## src/sv/lrmc_pkg.sv

```systemverilog
// ----------------------------------------------------------------------------
// LED rainbow mode controller package
// Shared types, command codes and the hue ramp coefficient table.
// ----------------------------------------------------------------------------
package lrmc_pkg;

    typedef enum logic [2:0] {
        ACT_TICK   = 3'd0,
        ACT_OFF    = 3'd1,
        ACT_ON     = 3'd2,
        ACT_TOGGLE = 3'd3,
        ACT_RED    = 3'd4,
        ACT_GREEN  = 3'd5,
        ACT_BLUE   = 3'd6,
        ACT_CUSTOM = 3'd7
    } t_action;

    typedef enum logic [1:0] {
        MODE_OFF     = 2'd0,
        MODE_RAINBOW = 2'd1,
        MODE_SOLID   = 2'd2
    } t_mode;

    localparam int unsigned SectorLen    = 60;
    localparam int unsigned NumSectors   = 6;
    localparam int unsigned RampFracBits = 16;

    localparam int unsigned SectorW = $clog2(NumSectors);
    localparam int unsigned FracW   = $clog2(SectorLen);
    localparam int unsigned CoefW   = RampFracBits + 1;

    typedef logic [SectorW-1:0] t_sector;
    typedef logic [FracW-1:0]   t_frac;
    typedef logic [CoefW-1:0]   t_ramp_coef;
    typedef t_ramp_coef t_ramp_tab [0:SectorLen];

    typedef struct packed {
        logic [2:0] action;
        logic [7:0] custom_red;
        logic [7:0] custom_green;
        logic [7:0] custom_blue;
        logic       want_rainbow;
    } t_cmd;

    typedef struct packed {
        logic [7:0] red;
        logic [7:0] green;
        logic [7:0] blue;
    } t_rgb;

    // Coefficient k(f) = ceil(f * 2^16 / 60). For any 8-bit level B,
    // (B * k(f)) >> 16 equals floor(f * B / 60) exactly.
    function automatic t_ramp_tab build_ramp_tab();
        t_ramp_tab tab;
        for (int i = 0; i <= SectorLen; i++) begin
            tab[i] = CoefW'((i * (1 << RampFracBits) + SectorLen - 1) / SectorLen);
        end
        return tab;
    endfunction

    localparam t_ramp_tab RampTab = build_ramp_tab();

endpackage

```

## src/sv/lrmc_cmd_if.sv

```systemverilog
// ----------------------------------------------------------------------------
// Command channel
// Valid/ready channel that carries one command or tick item.
// ----------------------------------------------------------------------------
interface lrmc_cmd_if;
    logic       valid;
    logic       ready;
    logic [2:0] action;
    logic [7:0] custom_red;
    logic [7:0] custom_green;
    logic [7:0] custom_blue;
    logic       want_rainbow;

    modport source (
        output valid, action, custom_red, custom_green, custom_blue, want_rainbow,
        input  ready
    );
    modport sink (
        input  valid, action, custom_red, custom_green, custom_blue, want_rainbow,
        output ready
    );
endinterface

```

## src/sv/lrmc_color_if.sv

```systemverilog
// ----------------------------------------------------------------------------
// Color channel
// Valid/ready channel that carries one strip color.
// ----------------------------------------------------------------------------
interface lrmc_color_if;
    logic       valid;
    logic       ready;
    logic [7:0] red;
    logic [7:0] green;
    logic [7:0] blue;

    modport source (
        output valid, red, green, blue,
        input  ready
    );
    modport sink (
        input  valid, red, green, blue,
        output ready
    );
endinterface

```

## src/sv/lrmc_in_reg.sv

```systemverilog
// ----------------------------------------------------------------------------
// Command input register
// Captures one command transfer and holds it until the core consumes it.
// ----------------------------------------------------------------------------
module lrmc_in_reg (
    input  logic              i_clk,
    input  logic              i_rst_n,
    lrmc_cmd_if.sink          i_cmd,
    input  logic              i_advance,
    output logic              o_valid,
    output lrmc_pkg::t_cmd    o_cmd
);

    logic           r_valid;
    lrmc_pkg::t_cmd r_cmd;
    logic           load;

    assign i_cmd.ready = !r_valid || i_advance;
    assign load        = i_cmd.valid && i_cmd.ready;

    always_ff @(posedge i_clk) begin
        if (!i_rst_n) begin
            r_valid <= 1'b0;
        end else if (load) begin
            r_valid <= 1'b1;
        end else if (i_advance) begin
            r_valid <= 1'b0;
        end
    end

    always_ff @(posedge i_clk) begin
        if (load) begin
            r_cmd.action       <= i_cmd.action;
            r_cmd.custom_red   <= i_cmd.custom_red;
            r_cmd.custom_green <= i_cmd.custom_green;
            r_cmd.custom_blue  <= i_cmd.custom_blue;
            r_cmd.want_rainbow <= i_cmd.want_rainbow;
        end
    end

    assign o_valid = r_valid;
    assign o_cmd   = r_cmd;

endmodule

```

## src/sv/lrmc_hue_wheel.sv

```systemverilog
// ----------------------------------------------------------------------------
// Hue wheel
// Maps a hue (sector and offset) and a peak level to an RGB color.
// ----------------------------------------------------------------------------
module lrmc_hue_wheel (
    input  lrmc_pkg::t_sector i_sector,
    input  lrmc_pkg::t_frac   i_frac,
    input  logic [7:0]        i_bright,
    output lrmc_pkg::t_rgb    o_rgb
);

    localparam int unsigned ProdW = 8 + lrmc_pkg::CoefW;

    lrmc_pkg::t_frac  fall_idx;
    logic [ProdW-1:0] rise_prod;
    logic [ProdW-1:0] fall_prod;
    logic [7:0]       rise;
    logic [7:0]       fall;

    assign fall_idx  = lrmc_pkg::FracW'(lrmc_pkg::SectorLen - {26'd0, i_frac});
    assign rise_prod = ProdW'(i_bright) * ProdW'(lrmc_pkg::RampTab[i_frac]);
    assign fall_prod = ProdW'(i_bright) * ProdW'(lrmc_pkg::RampTab[fall_idx]);
    assign rise      = rise_prod[lrmc_pkg::RampFracBits +: 8];
    assign fall      = fall_prod[lrmc_pkg::RampFracBits +: 8];

    always_comb begin
        case (i_sector)
            3'd0:    o_rgb = '{red: i_bright, green: rise,     blue: 8'd0};
            3'd1:    o_rgb = '{red: fall,     green: i_bright, blue: 8'd0};
            3'd2:    o_rgb = '{red: 8'd0,     green: i_bright, blue: rise};
            3'd3:    o_rgb = '{red: 8'd0,     green: fall,     blue: i_bright};
            3'd4:    o_rgb = '{red: rise,     green: 8'd0,     blue: i_bright};
            default: o_rgb = '{red: i_bright, green: 8'd0,     blue: fall};
        endcase
    end

endmodule

```

## src/sv/led_rainbow_mode_controller_unit.sv

```systemverilog
// ----------------------------------------------------------------------------
// LED rainbow mode controller
// Off / rainbow / solid mode controller that emits one strip color per
// emitting command or tick.
// ----------------------------------------------------------------------------
// The block takes one command or tick per cycle while the color channel does
// not stall. A command is held in an input register. The mode logic and hue
// wheel then decide the result and load it into the output register, which
// drives the color channel. A full item follows every clock while no stall
// holds it. The output register parts the two channels, so silent commands
// (on, toggle to rainbow, custom rainbow) pass through while a color waits to
// be taken. Brightness resets to full scale. The user must set brightness
// through the write port only while no item is in flight (not enforced).
module led_rainbow_mode_controller_unit (
    input  logic        i_clk,
    input  logic        i_rst_n,
    lrmc_cmd_if.sink    i_cmd,
    lrmc_color_if.source o_color,
    input  logic        i_cfg_wr_en,
    input  logic [7:0]  i_cfg_wr_data
);

    logic               cmd_valid;
    lrmc_pkg::t_cmd     cmd;
    lrmc_pkg::t_action  act;
    logic               emits;
    logic               advance;
    lrmc_pkg::t_rgb     wheel_rgb;
    lrmc_pkg::t_rgb     result;

    logic [7:0]         r_bright;
    lrmc_pkg::t_mode    r_mode,   n_mode;
    lrmc_pkg::t_sector  r_sector, n_sector;
    lrmc_pkg::t_frac    r_frac,   n_frac;
    lrmc_pkg::t_rgb     r_solid,  n_solid;
    logic               r_out_valid, n_out_valid;
    lrmc_pkg::t_rgb     r_out;

    lrmc_in_reg u_in_reg (
        .i_clk     (i_clk),
        .i_rst_n   (i_rst_n),
        .i_cmd     (i_cmd),
        .i_advance (advance),
        .o_valid   (cmd_valid),
        .o_cmd     (cmd)
    );

    lrmc_hue_wheel u_hue_wheel (
        .i_sector (r_sector),
        .i_frac   (r_frac),
        .i_bright (r_bright),
        .o_rgb    (wheel_rgb)
    );

    assign act = lrmc_pkg::t_action'(cmd.action);

    always_comb begin
        case (act)
            lrmc_pkg::ACT_ON:     emits = 1'b0;
            lrmc_pkg::ACT_TOGGLE: emits = (r_mode != lrmc_pkg::MODE_OFF);
            lrmc_pkg::ACT_CUSTOM: emits = !cmd.want_rainbow;
            default:              emits = 1'b1;
        endcase
    end

    // A silent item can retire even while the output register is stalled.
    assign advance = cmd_valid && (!r_out_valid || o_color.ready || !emits);

    always_comb begin
        n_mode   = r_mode;
        n_sector = r_sector;
        n_frac   = r_frac;
        n_solid  = r_solid;
        result   = '0;
        case (act)
            lrmc_pkg::ACT_TICK: begin
                case (r_mode)
                    lrmc_pkg::MODE_RAINBOW: begin
                        result = wheel_rgb;
                        if (r_frac == lrmc_pkg::FracW'(lrmc_pkg::SectorLen - 1)) begin
                            n_frac = '0;
                            if (r_sector == lrmc_pkg::SectorW'(lrmc_pkg::NumSectors - 1)) begin
                                n_sector = '0;
                            end else begin
                                n_sector = r_sector + 1'b1;
                            end
                        end else begin
                            n_frac = r_frac + 1'b1;
                        end
                    end
                    lrmc_pkg::MODE_SOLID: result = r_solid;
                    default:              result = '0;
                endcase
            end
            lrmc_pkg::ACT_OFF: begin
                n_mode = lrmc_pkg::MODE_OFF;
            end
            lrmc_pkg::ACT_ON: begin
                n_mode = lrmc_pkg::MODE_RAINBOW;
            end
            lrmc_pkg::ACT_TOGGLE: begin
                n_mode = (r_mode == lrmc_pkg::MODE_OFF) ? lrmc_pkg::MODE_RAINBOW
                                                        : lrmc_pkg::MODE_OFF;
            end
            lrmc_pkg::ACT_RED: begin
                n_mode  = lrmc_pkg::MODE_SOLID;
                n_solid = '{red: r_bright, green: 8'd0, blue: 8'd0};
                result  = n_solid;
            end
            lrmc_pkg::ACT_GREEN: begin
                n_mode  = lrmc_pkg::MODE_SOLID;
                n_solid = '{red: 8'd0, green: r_bright, blue: 8'd0};
                result  = n_solid;
            end
            lrmc_pkg::ACT_BLUE: begin
                n_mode  = lrmc_pkg::MODE_SOLID;
                n_solid = '{red: 8'd0, green: 8'd0, blue: r_bright};
                result  = n_solid;
            end
            default: begin
                if (cmd.want_rainbow) begin
                    n_mode = lrmc_pkg::MODE_RAINBOW;
                end else begin
                    n_mode  = lrmc_pkg::MODE_SOLID;
                    n_solid = '{red: cmd.custom_red, green: cmd.custom_green,
                                blue: cmd.custom_blue};
                    result  = n_solid;
                end
            end
        endcase
    end

    always_comb begin
        if (advance && emits) begin
            n_out_valid = 1'b1;
        end else if (o_color.ready) begin
            n_out_valid = 1'b0;
        end else begin
            n_out_valid = r_out_valid;
        end
    end

    always_ff @(posedge i_clk) begin
        if (!i_rst_n) begin
            r_bright    <= 8'hFF;
            r_mode      <= lrmc_pkg::MODE_RAINBOW;
            r_sector    <= '0;
            r_frac      <= '0;
            r_solid     <= '0;
            r_out_valid <= 1'b0;
        end else begin
            if (i_cfg_wr_en) begin
                r_bright <= i_cfg_wr_data;
            end
            if (advance) begin
                r_mode   <= n_mode;
                r_sector <= n_sector;
                r_frac   <= n_frac;
                r_solid  <= n_solid;
            end
            r_out_valid <= n_out_valid;
        end
    end

    always_ff @(posedge i_clk) begin
        if (advance && emits) begin
            r_out <= result;
        end
    end

    assign o_color.valid = r_out_valid;
    assign o_color.red   = r_out.red;
    assign o_color.green = r_out.green;
    assign o_color.blue  = r_out.blue;

`ifndef SYNTHESIS
    // The split hue counter must stay inside the 360-step wheel.
    a_hue_range: assert property (@(posedge i_clk) disable iff (!i_rst_n)
        (r_frac < lrmc_pkg::FracW'(lrmc_pkg::SectorLen))
        && (r_sector < lrmc_pkg::SectorW'(lrmc_pkg::NumSectors)))
        else $error("hue counter left its range");

    // An emitting item that retires must show up on the color channel.
    a_emit_visible: assert property (@(posedge i_clk) disable iff (!i_rst_n)
        (advance && emits) |=> o_color.valid)
        else $error("retired color not presented");

    // A silent item must not disturb a stalled color.
    a_silent_keeps: assert property (@(posedge i_clk) disable iff (!i_rst_n)
        (advance && !emits && r_out_valid && !o_color.ready)
        |=> (o_color.valid && $stable(r_out)))
        else $error("silent item disturbed a pending color");
`endif

endmodule

```

## src/flat_wrapper.sv

```systemverilog
// flat-port wrapper written by rule: the top's interface ports become plain ports
module led_rainbow_mode_controller_unit_flat 
  (i_clk, i_rst_n, i_cfg_wr_en, i_cfg_wr_data, i_cmd_valid, i_cmd_action, i_cmd_custom_red, i_cmd_custom_green, i_cmd_custom_blue, i_cmd_want_rainbow, i_cmd_ready, o_color_valid, o_color_red, o_color_green, o_color_blue, o_color_ready);
  lrmc_cmd_if i_cmd_i ();
  lrmc_color_if o_color_i ();
  input  logic i_clk;
  input  logic i_rst_n;
  input  logic i_cfg_wr_en;
  input  logic [7:0] i_cfg_wr_data;
  input wire logic [$bits(i_cmd_i.valid)-1:0] i_cmd_valid;
  input wire logic [$bits(i_cmd_i.action)-1:0] i_cmd_action;
  input wire logic [$bits(i_cmd_i.custom_red)-1:0] i_cmd_custom_red;
  input wire logic [$bits(i_cmd_i.custom_green)-1:0] i_cmd_custom_green;
  input wire logic [$bits(i_cmd_i.custom_blue)-1:0] i_cmd_custom_blue;
  input wire logic [$bits(i_cmd_i.want_rainbow)-1:0] i_cmd_want_rainbow;
  output wire logic [$bits(i_cmd_i.ready)-1:0] i_cmd_ready;
  output wire logic [$bits(o_color_i.valid)-1:0] o_color_valid;
  output wire logic [$bits(o_color_i.red)-1:0] o_color_red;
  output wire logic [$bits(o_color_i.green)-1:0] o_color_green;
  output wire logic [$bits(o_color_i.blue)-1:0] o_color_blue;
  input wire logic [$bits(o_color_i.ready)-1:0] o_color_ready;
  assign i_cmd_i.valid = i_cmd_valid;
  assign i_cmd_i.action = i_cmd_action;
  assign i_cmd_i.custom_red = i_cmd_custom_red;
  assign i_cmd_i.custom_green = i_cmd_custom_green;
  assign i_cmd_i.custom_blue = i_cmd_custom_blue;
  assign i_cmd_i.want_rainbow = i_cmd_want_rainbow;
  assign i_cmd_ready = i_cmd_i.ready;
  assign o_color_valid = o_color_i.valid;
  assign o_color_red = o_color_i.red;
  assign o_color_green = o_color_i.green;
  assign o_color_blue = o_color_i.blue;
  assign o_color_i.ready = o_color_ready;
  led_rainbow_mode_controller_unit u_core (.i_clk(i_clk), .i_rst_n(i_rst_n), .i_cmd(i_cmd_i), .o_color(o_color_i), .i_cfg_wr_en(i_cfg_wr_en), .i_cfg_wr_data(i_cfg_wr_data));
endmodule
```

## config.mk

```make
export PLATFORM = sky130hd
export DESIGN_NAME = led_rainbow_mode_controller_unit_flat
export DESIGN_NICKNAME = d
export VERILOG_FILES = /design/src/sv/lrmc_pkg.sv /design/src/sv/lrmc_cmd_if.sv /design/src/sv/lrmc_color_if.sv /design/src/sv/lrmc_in_reg.sv /design/src/sv/lrmc_hue_wheel.sv /design/src/sv/led_rainbow_mode_controller_unit.sv /design/src/flat_wrapper.sv
export SDC_FILE = /design/constraint.sdc
export NUM_CORES = 1
export LEC_CHECK = 0
export BUFFER_PORTS_ARGS = -buffer_cell sky130_fd_sc_hd__clkbuf_2
export CORE_AREA = 2 2 178 180
export DETAILED_ROUTE_END_ITERATION = 8
export DIE_AREA = 0 0 180 182
export PLACE_DENSITY = 0.71
export SETUP_SLACK_MARGIN = 0.2
export SYNTH_ARGS = -nofsm -noshare
export SYNTH_HDL_FRONTEND = slang
export SYNTH_SLANG_ARGS = --single-unit
```

## constraint.sdc

```tcl
create_clock -name i_clk -period 10.4 [get_ports i_clk]
set_input_delay 1.56 -clock i_clk [delete_from_list [all_inputs] [get_ports i_clk]]
set_output_delay 1.56 -clock i_clk [all_outputs]
set_load 0.02 [all_outputs]
```

Yosys cells after proc, flatten, opt, wreduce, memory -nomap -nowiden:

Memory sizes are Yosys's and may differ from the RTL's.
Cells that the tools add are included.
Widths: inputs -> output; s select.

* logic and storage cells: 89
* bits of input ports: 41
* memories kept: 2
* memory bits (read-only): 2176
* bits in registers: 97

* bitwise operators: 4
* multipliers: 2
* order comparisons: 2
* equal/unequal tests: 16
* mux-type cells: 20
* reductions and logical operators: 23
* $add $sub $neg: 3

Memory list
* (no name shown): depth 64, bits a word 17, rd ports 1, clocked after memory_dff 0, wr ports 0, line lrmc_hue_wheel.sv:22 `assign fall_prod = ProdW'(i_bright) * ProdW'(lrmc_pkg::RampTab[fall_idx]);`
* (no name shown): depth 64, bits a word 17, rd ports 1, clocked after memory_dff 0, wr ports 0, line lrmc_hue_wheel.sv:21 `assign rise_prod = ProdW'(i_bright) * ProdW'(lrmc_pkg::RampTab[i_frac]);`

Operators by type and width (number)
* $pmux 24 s5: 2
* $pmux 24 s4: 1
* $mux 17: 4
* $mul 8x17->24: 2
* $mux 24: 2
* $pmux 24 s2: 1
* $eq 3x3->1 const B: 6
* $ge 7x7->1 const B: 2
* $not 6->7: 2
* $eq 3x2->1 const B: 4
* $pmux 2 s5: 1
* $add 6x1->6 const B: 1
* $eq 3x1->1 const B: 2
* $eq 6x6->1 const B: 1
* $logic_not 3->1: 2
* $mux 6: 1
* $reduce_and 3->1: 2
* $reduce_bool 2->1: 3
* $reduce_or 3->1: 2
* $sub 6x6->6 const A: 1
* $mux 1: 5
* $logic_not 1->1: 4
* $ne 4x1->1 const B: 1
* $reduce_and 4->1: 1
* 12 further kinds: 17

Logic depth before layout (Yosys ltp):

Gate-level depths: netlist of the first run.

* depth in word-level cells: 9
* mapped depth: 33

Modules after synthesis:

A second synthesis of the first run with hierarchy kept.

* cell total of the unflattened synthesis: 1632
* area total of the unflattened synthesis: 13802.0 sq um

Modules (own cells, without submodules)
* lrmc_hue_wheel: area each 9402.8 sq um, cells an instance 1229, instances 1
* led_rainbow_mode_controller_unit: area each 3500.9 sq um, cells an instance 370, instances 1
* lrmc_in_reg: area each 898.4 sq um, cells an instance 33, instances 1

Worst setup path after synthesis of the first run:

OpenSTA, ideal clock, no wires.

* kind: register -> register
* start point: register u_core.r_frac[0]
* end point: register u_core.r_out (netlist bit u_core.o_color.green[2]), data pin
* data arrival time: 7.062 ns
* required time: 10.135 ns
* clock period less this slack: 7.327 ns
* stages on the path, launching flop included: 30
* path slack: 3.073 ns
* buffers on the path: 2
* cells stage by stage: dfxtp_1 > buf_2 > clkinv_1 > ha_1 > inv_1 > ha_1 > clkbuf_1 > inv_1 > ha_1 > mux4_2 > nand2_1 > nand2_1 > and2_1 > fa_1 > inv_1 > fa_1 > inv_1 > fa_1 > inv_1 > fa_1 > inv_1 > ha_1 > or2_2 > a21oi_1 > a21oi_1 > a2111oi_0 > a22o_4 > o21ai_2 > nor3b_1 > or3_1

RTL lines
* start, declared: line led_rainbow_mode_controller_unit.sv:34 `lrmc_pkg::t_frac r_frac, n_frac;`
* start signal, assigned: line led_rainbow_mode_controller_unit.sv:158 `r_frac <= n_frac;`
* end signal, assigned: line led_rainbow_mode_controller_unit.sv:167 `r_out <= result;`
* end, declared: line led_rainbow_mode_controller_unit.sv:37 `lrmc_pkg::t_rgb r_out;`

==> flow_summary.toml, run 1 <==
[final_layout]
nets = 1894
layout_common_cells = "inv_1 (281), nand2_1 (223), fa_1 (158), ha_1 (112), clkbuf_2 (66)"
final_util = 0.471
final_common_cell = "inv_1"
drive_above_1_share = 0.0882
seq_area_sq_um = 2460
insertedDiodeCount = 0
fill_cells = 2969
final_cell_area_sq_um = 14600
multi_input_area_sq_um = 9770
area_growth_pct = 6.99

[timing]
grt_setup_unrepaired = "false"
holdWs_ns = 0.504
setup_viol = 0
slew_viol_final = 0
worst_pin_slew_ns = 1.17
finalClockSkew_ns = 0.0163
min_period_ns = 9.09
final_hold_viol_count = 0
max_slew_margin = 0.217
fin_crit_sh = 0.874
fmax_mhz = 110
tns_ns = 0

[clocking]
cts-root-buf = "clkbuf_16"
clock-sinks = 97
ctsResizeCount = 0
clk_pin_slew_ns = 0.09
cts-htree-levels = 3
post_cts_buffers = 0
numCtsBuffers = 9
clk_path_buf_depth = 2
cts_hold_buf = 0
cts_tree = "yes"
insertion_delay_ns = 0.37

[placement]
portBuffers = 66
place_area_sq_um = 14300
gp_congestion = 0.946
hpwl_mm = 29.4

[grt]
grt-ovfl-total = 0
grt_pass1_wl_mm = 62.6
antenna_found_initial = 0
grt_pass1_vias = 11727
grt.total_usage = 0.238
grt_max_degree = 50

[outcome]
outcome = "completed"

[floorplan]
initial_utilization = 0.440
ioPinCount = 67
die_w_um = 180
core-area_sq_um = 31000
die_height_um = 182
rows = 65
die_area_sq_um = 32800

[critical_path]
rr_worst_depth = 27
required_ns = 10.48
critPathMaxStageDelay_ns = 0.80
arrival_ns = 9.17
critPathKind = "flop to flop"
cp-start-kind = "flop"
cp_max_fo = 20
cpMostUsedCell = "inv_1"
endpoint_kind = "flop"
slowest_stage = "dfxtp_1"

[detailed_routing]
drc_errors = 0
first_pass_iters = 6
ant_nets = 0
post_drt_via_cell_ratio = 5.81
wire_per_inst_um = 19.1
vias = 11564
first_iter_violations = 1283
wirelength_mm = 38.1

[synthesis]
yosysWarnings = 0
ys_top_cells_by_area = "fa_1 (23%), edfxtp_1 (11%), ha_1 (10%), inv_1 (7.7%), dfxtp_1 (6.6%)"
synth_top_cell_by_area = "fa_1"
synth_area_sq_um = 13600
async_flop_share = 0
synth_seq_area_share = 0.181
synth_edf_count = 52
synth_cell_types = 93
dominantRegCellSynth = "edfxtp_1"
synth_cells = 1570
synth.avg_cell_area_sq_um = 8.69
synth_seq_cells = 97
syn-num-nets = 1881
synth_top_cell_area_share = 0.232

[pwr]
power_density_nw_per_um2 = 73.3
p_leak_nw = 7.11
peakVddDrop_mv = 0.0913

[hold_path]
whs_path_depth = 1
hold_class = "flop to flop"

[flow_run]
drv_cap = 0
==> per-stage QoR <==
stage / setup slack (ns) / cells / power, mW
6_report: 1.31 / 1990 / 1.07
5_1_grt: 0.678 / 1990 / 1.12
4_1_cts: 1.42 / 1990 / 1.07
3_5_place_dp: 1.48 / 1974 / 0.716
3_3_place_gp: 1.68 / 1974 / 0.712
2_1_floorplan: 3.07 / 1570 / 0.631
==> layout make-up <==
type                    instances  share of cell area
multi-input cells            1104               0.670
flip-flops and latches         97               0.169
inverters                     285              0.0733
well taps                     402              0.0345
repair buffers                 86              0.0329
clock buffers                   9              0.0154
clock inverters                 7             0.00540
==> Yosys cell counts (11+ instances only) <==
master    number
fa_1         158
nor3_1        19
clkbuf_1      68
nor2_1        40
edfxtp_1      52
o211ai_1      12
a21oi_1       50
o211a_1       24
xnor2_1       18
a31oi_1       16
dfxtp_1       45
o21ai_0       45
a22oi_1       45
and2_1        57
inv_1        281
nor2b_1       18
mux2i_1       19
a221oi_1      14
and3_1        13
nand2_1      223
ha_1         112
nand2b_1      12
a21o_1        11
a222oi_1      14
nand3_1       28
==> state kept, by name (all words and copies together), names as in the netlist <==
signal	flops
u_core.o_color.red	8
u_core.o_color.blue	8
u_core.o_color.valid	1
u_core.u_in_reg.o_cmd	28
u_core.r_bright	8
u_core.r_solid	24
u_core.r_mode	2
u_core.o_color.green	8
u_core.r_frac	6
u_core.u_in_reg.o_valid	1
u_core.r_sector	3
==> critical path: cells and delay by family (launching register included) <==
family          cells  cell delay [ns]
compound gates      6             1.71
buf+inv             7             1.20
flops               1             0.80
simple gates        4             0.79
xor+xnor            1             0.11
fa+ha+maj           8             3.71
mux                 1             0.47
==> cells by family after synthesis <==
group / synth area share
AO/OA/AOI/OAI: 0.180
buffers and inverters: 0.104
flip-flops: 0.181
XOR/XNOR: 0.0185
AND/OR/NAND/NOR: 0.159
adder cells (fa/ha/maj): 0.336
multiplexers: 0.0222
==> path summary, 6_finish.rpt <==
check / start / to / slack [ns]
max: u_core.r_frac[0] / u_core.o_color.green[0] / 1.31
min: u_core.r_solid[3] / u_core.r_solid[3] / 0.50
max reg2reg: u_core.r_frac[0] / u_core.o_color.green[0] / 1.31
min reg2reg: u_core.r_solid[3] / u_core.r_solid[3] / 0.50
==> per-layer routing <==
metal  track usage  wire length, um
met3        0.0343             2950
met4        0.0972             1640
met2         0.398            18000
met1         0.312            15500
met5             0                0
==> power by group <==
| part | leakage (nW) | total, mW | switching (mW) | internal [mW] |
|---|---|---|---|---|
| Combinational | 6.10 | 0.272 | 0.174 | 0.0977 |
| Clock | 0.149 | 0.355 | 0.182 | 0.173 |
| Sequential | 0.867 | 0.442 | 0.0172 | 0.425 |
| Total | 7.11 | 1.07 | 0.373 | 0.696 |
(Power assumes the default switching activity.)
==> run 2, diff against run 1 <==
--- a/config.mk
+++ b/config.mk
@@ -6,10 +6,11 @@
 export NUM_CORES = 1
 export LEC_CHECK = 0
 export BUFFER_PORTS_ARGS = -buffer_cell sky130_fd_sc_hd__clkbuf_2
-export CORE_AREA = 2 2 178 180
+export CORE_AREA = 2 2 217 219
 export DETAILED_ROUTE_END_ITERATION = 8
-export DIE_AREA = 0 0 180 182
-export PLACE_DENSITY = 0.71
+export DIE_AREA = 0 0 219 221
+export PLACE_DENSITY = 0.54
+export REMOVE_ABC_BUFFERS = 1
 export SETUP_SLACK_MARGIN = 0.2
 export SYNTH_ARGS = -nofsm -noshare
 export SYNTH_HDL_FRONTEND = slang
==> run 2 against run 1 <==
Net effect:
- combinational power grew 3%
- global-route usage shrank 6.4 points
- clock skew shrank 0.0013 ns
- power grew 1.6%
- non-clock buffer count grew 4
- clock-buffer cell count is the same
- final area grew 2.1%
- final cell count grew 11%
- critical endpoint is now u_core.o_color.blue[6]
- largest cell class unchanged
==> flow_summary.toml, run 2 (synthesis gave the netlist of run 1 again) <==
[outcome]
outcome = "completed"

[critical_path]
arrival_ns = 8.91
critPathKind = "flop to flop"
endpoint_kind = "flop"
cp-start-kind = "flop"
required_ns = 10.50
cp_max_fo = 19

[placement]
gp_congestion = 0.896
hpwl_mm = 31.5
pre_cts_ws_ns = 1.76
portBuffers = 66

[floorplan]
die_w_um = 219
die_area_sq_um = 48400
core-area_sq_um = 46100
die_height_um = 221
initial_utilization = 0.296
rows = 79
ioPinCount = 67

[final_layout]
nets = 1898
drive_above_1_share = 0.0905
fill_cells = 4873
area_growth_pct = 9.25
final_common_cell = "inv_1"
largest_register_ff_count = 28
layout_common_cells = "inv_1 (281), nand2_1 (223), fa_1 (158), ha_1 (112), clkbuf_2 (66)"

[timing]
tns_ns = 0
max_slew_margin = 0.235
fin_crit_sh = 0.847
fmax_mhz = 113
final_hold_viol_count = 0
fin_ws_ns = 1.59
slew_viol_final = 0
setup_viol = 0
grt_setup_unrepaired = "false"
finalClockSkew_ns = 0.0150
min_period_ns = 8.81
worst_pin_slew_ns = 1.14

[grt]
antenna_found_initial = 0
grt.total_usage = 0.174
grt_max_degree = 50
grt_pass1_wl_mm = 66.7
grt-ovfl-total = 0
grt_pass1_vias = 11716

[clocking]
cts-htree-levels = 3
clock-sinks = 97
numCtsBuffers = 9
cts_hold_buf = 0
cts_tree = "yes"
clk_pin_slew_ns = 0.09
insertion_delay_ns = 0.37
ctsResizeCount = 0
cts-root-buf = "clkbuf_16"
clk_path_buf_depth = 2
post_cts_buffers = 0

[pwr]
p_switching_mw = 0.387
pwr-share-comb = 0.257
power_density_nw_per_um2 = 72.9
peakVddDrop_mv = 0.0758
p_leak_nw = 7.14
pwr-share-clk = 0.339
design_power_total_mw = 1.09
pwr-share-seq = 0.404
swShare = 0.357
internal-power_mw = 0.699

[detailed_routing]
post_drt_via_cell_ratio = 5.20
ant_nets = 0
first_iter_violations = 1020
drc_errors = 0
wirelength_mm = 41.0
wire_per_inst_um = 18.6
vias = 11434
first_pass_iters = 8

[flow_run]
drv_cap = 0

[hold_path]
hold_class = "flop to flop"
-- run 2: cell types whose count changed in the layout (fill, tap and decap cells not counted), sizes merged --
cell    delta
buf        +4
clkinv     +1
diode      +1
inv        -1
-- run 2: layout make-up --
cell class / count / area (sq um) / area share
repair buffers: 90 / 510 / 0.0343
clock inverters: 7 / 88.8 / 0.00596
flip-flops and latches: 97 / 2460 / 0.165
well taps: 607 / 759 / 0.0510
inverters: 285 / 1070 / 0.0718
clock buffers: 9 / 225 / 0.0151
multi-input cells: 1104 / 9780 / 0.656
diodes: 1 / 2.50 / 0.000168
-- run 2: routing by layer --
metal | vias to the layer above | wire length [um] | track usage
li1 | 5316 | - | -
met1 | 5645 | 18300 | 0.241
met2 | 410 | 19500 | 0.290
met3 | 63 | 2330 | 0.0208
met4 | 0 | 794 | 0.0403
met5 | - | 0 | 0
-- run 2: path summary, 6_finish.rpt --
check	start	endpoint	slack, ns	cells past startpoint
worst max-delay path	u_core.r_frac[1]	u_core.o_color.blue[6]	1.59	27
worst min-delay path	u_core.r_bright[0]	u_core.r_bright[0]	0.49	2
worst max register to register	u_core.r_frac[1]	u_core.o_color.blue[6]	1.59	27
worst min register to register	u_core.r_bright[0]	u_core.r_bright[0]	0.49	2
-- run 2: worst max-delay path, cell delays in order (launching register included) --
cell,delay [ns]
dfxtp_1,0.45
inv_1,0.35
ha_1,0.48
inv_1,0.21
ha_1,0.75
inv_1,0.29
ha_1,0.30
mux2i_1,0.13
a221oi_1,0.10
a21oi_1,0.64
nand2_1,0.26
fa_1,0.55
fa_1,0.52
inv_1,0.06
fa_1,0.53
inv_1,0.05
fa_1,0.55
inv_1,0.08
ha_1,0.20
a21o_1,0.18
a21o_1,0.18
a211oi_1,0.38
o221ai_1,0.21
a41oi_1,0.22
o21ai_2,0.16
xor2_1,0.21
a222oi_1,0.38
o21ai_1,0.11
-- run 2: per-stage QoR --
step	cell area, sq um	std cells	util	hold slack, ns
after CTS	14900	2199	0.323	0.489
after floorplan	13300	1486	-	0.472
final	14900	2200	0.323	0.489
after global routing	14900	2199	0.323	0.505
after detailed placement	14600	2183	0.317	0.467
after global placement	14600	2183	0.317	0.460
-- run 2: power by group through the flow --
stage,clock network (mW),registers [mW],logic [mW]
final,0.368,0.439,0.279
after global routing,0.388,0.441,0.312
after CTS,0.375,0.439,0.279
after detailed placement,0,0.447,0.277
after global placement,0,0.448,0.276
after floorplan,0,0.457,0.167
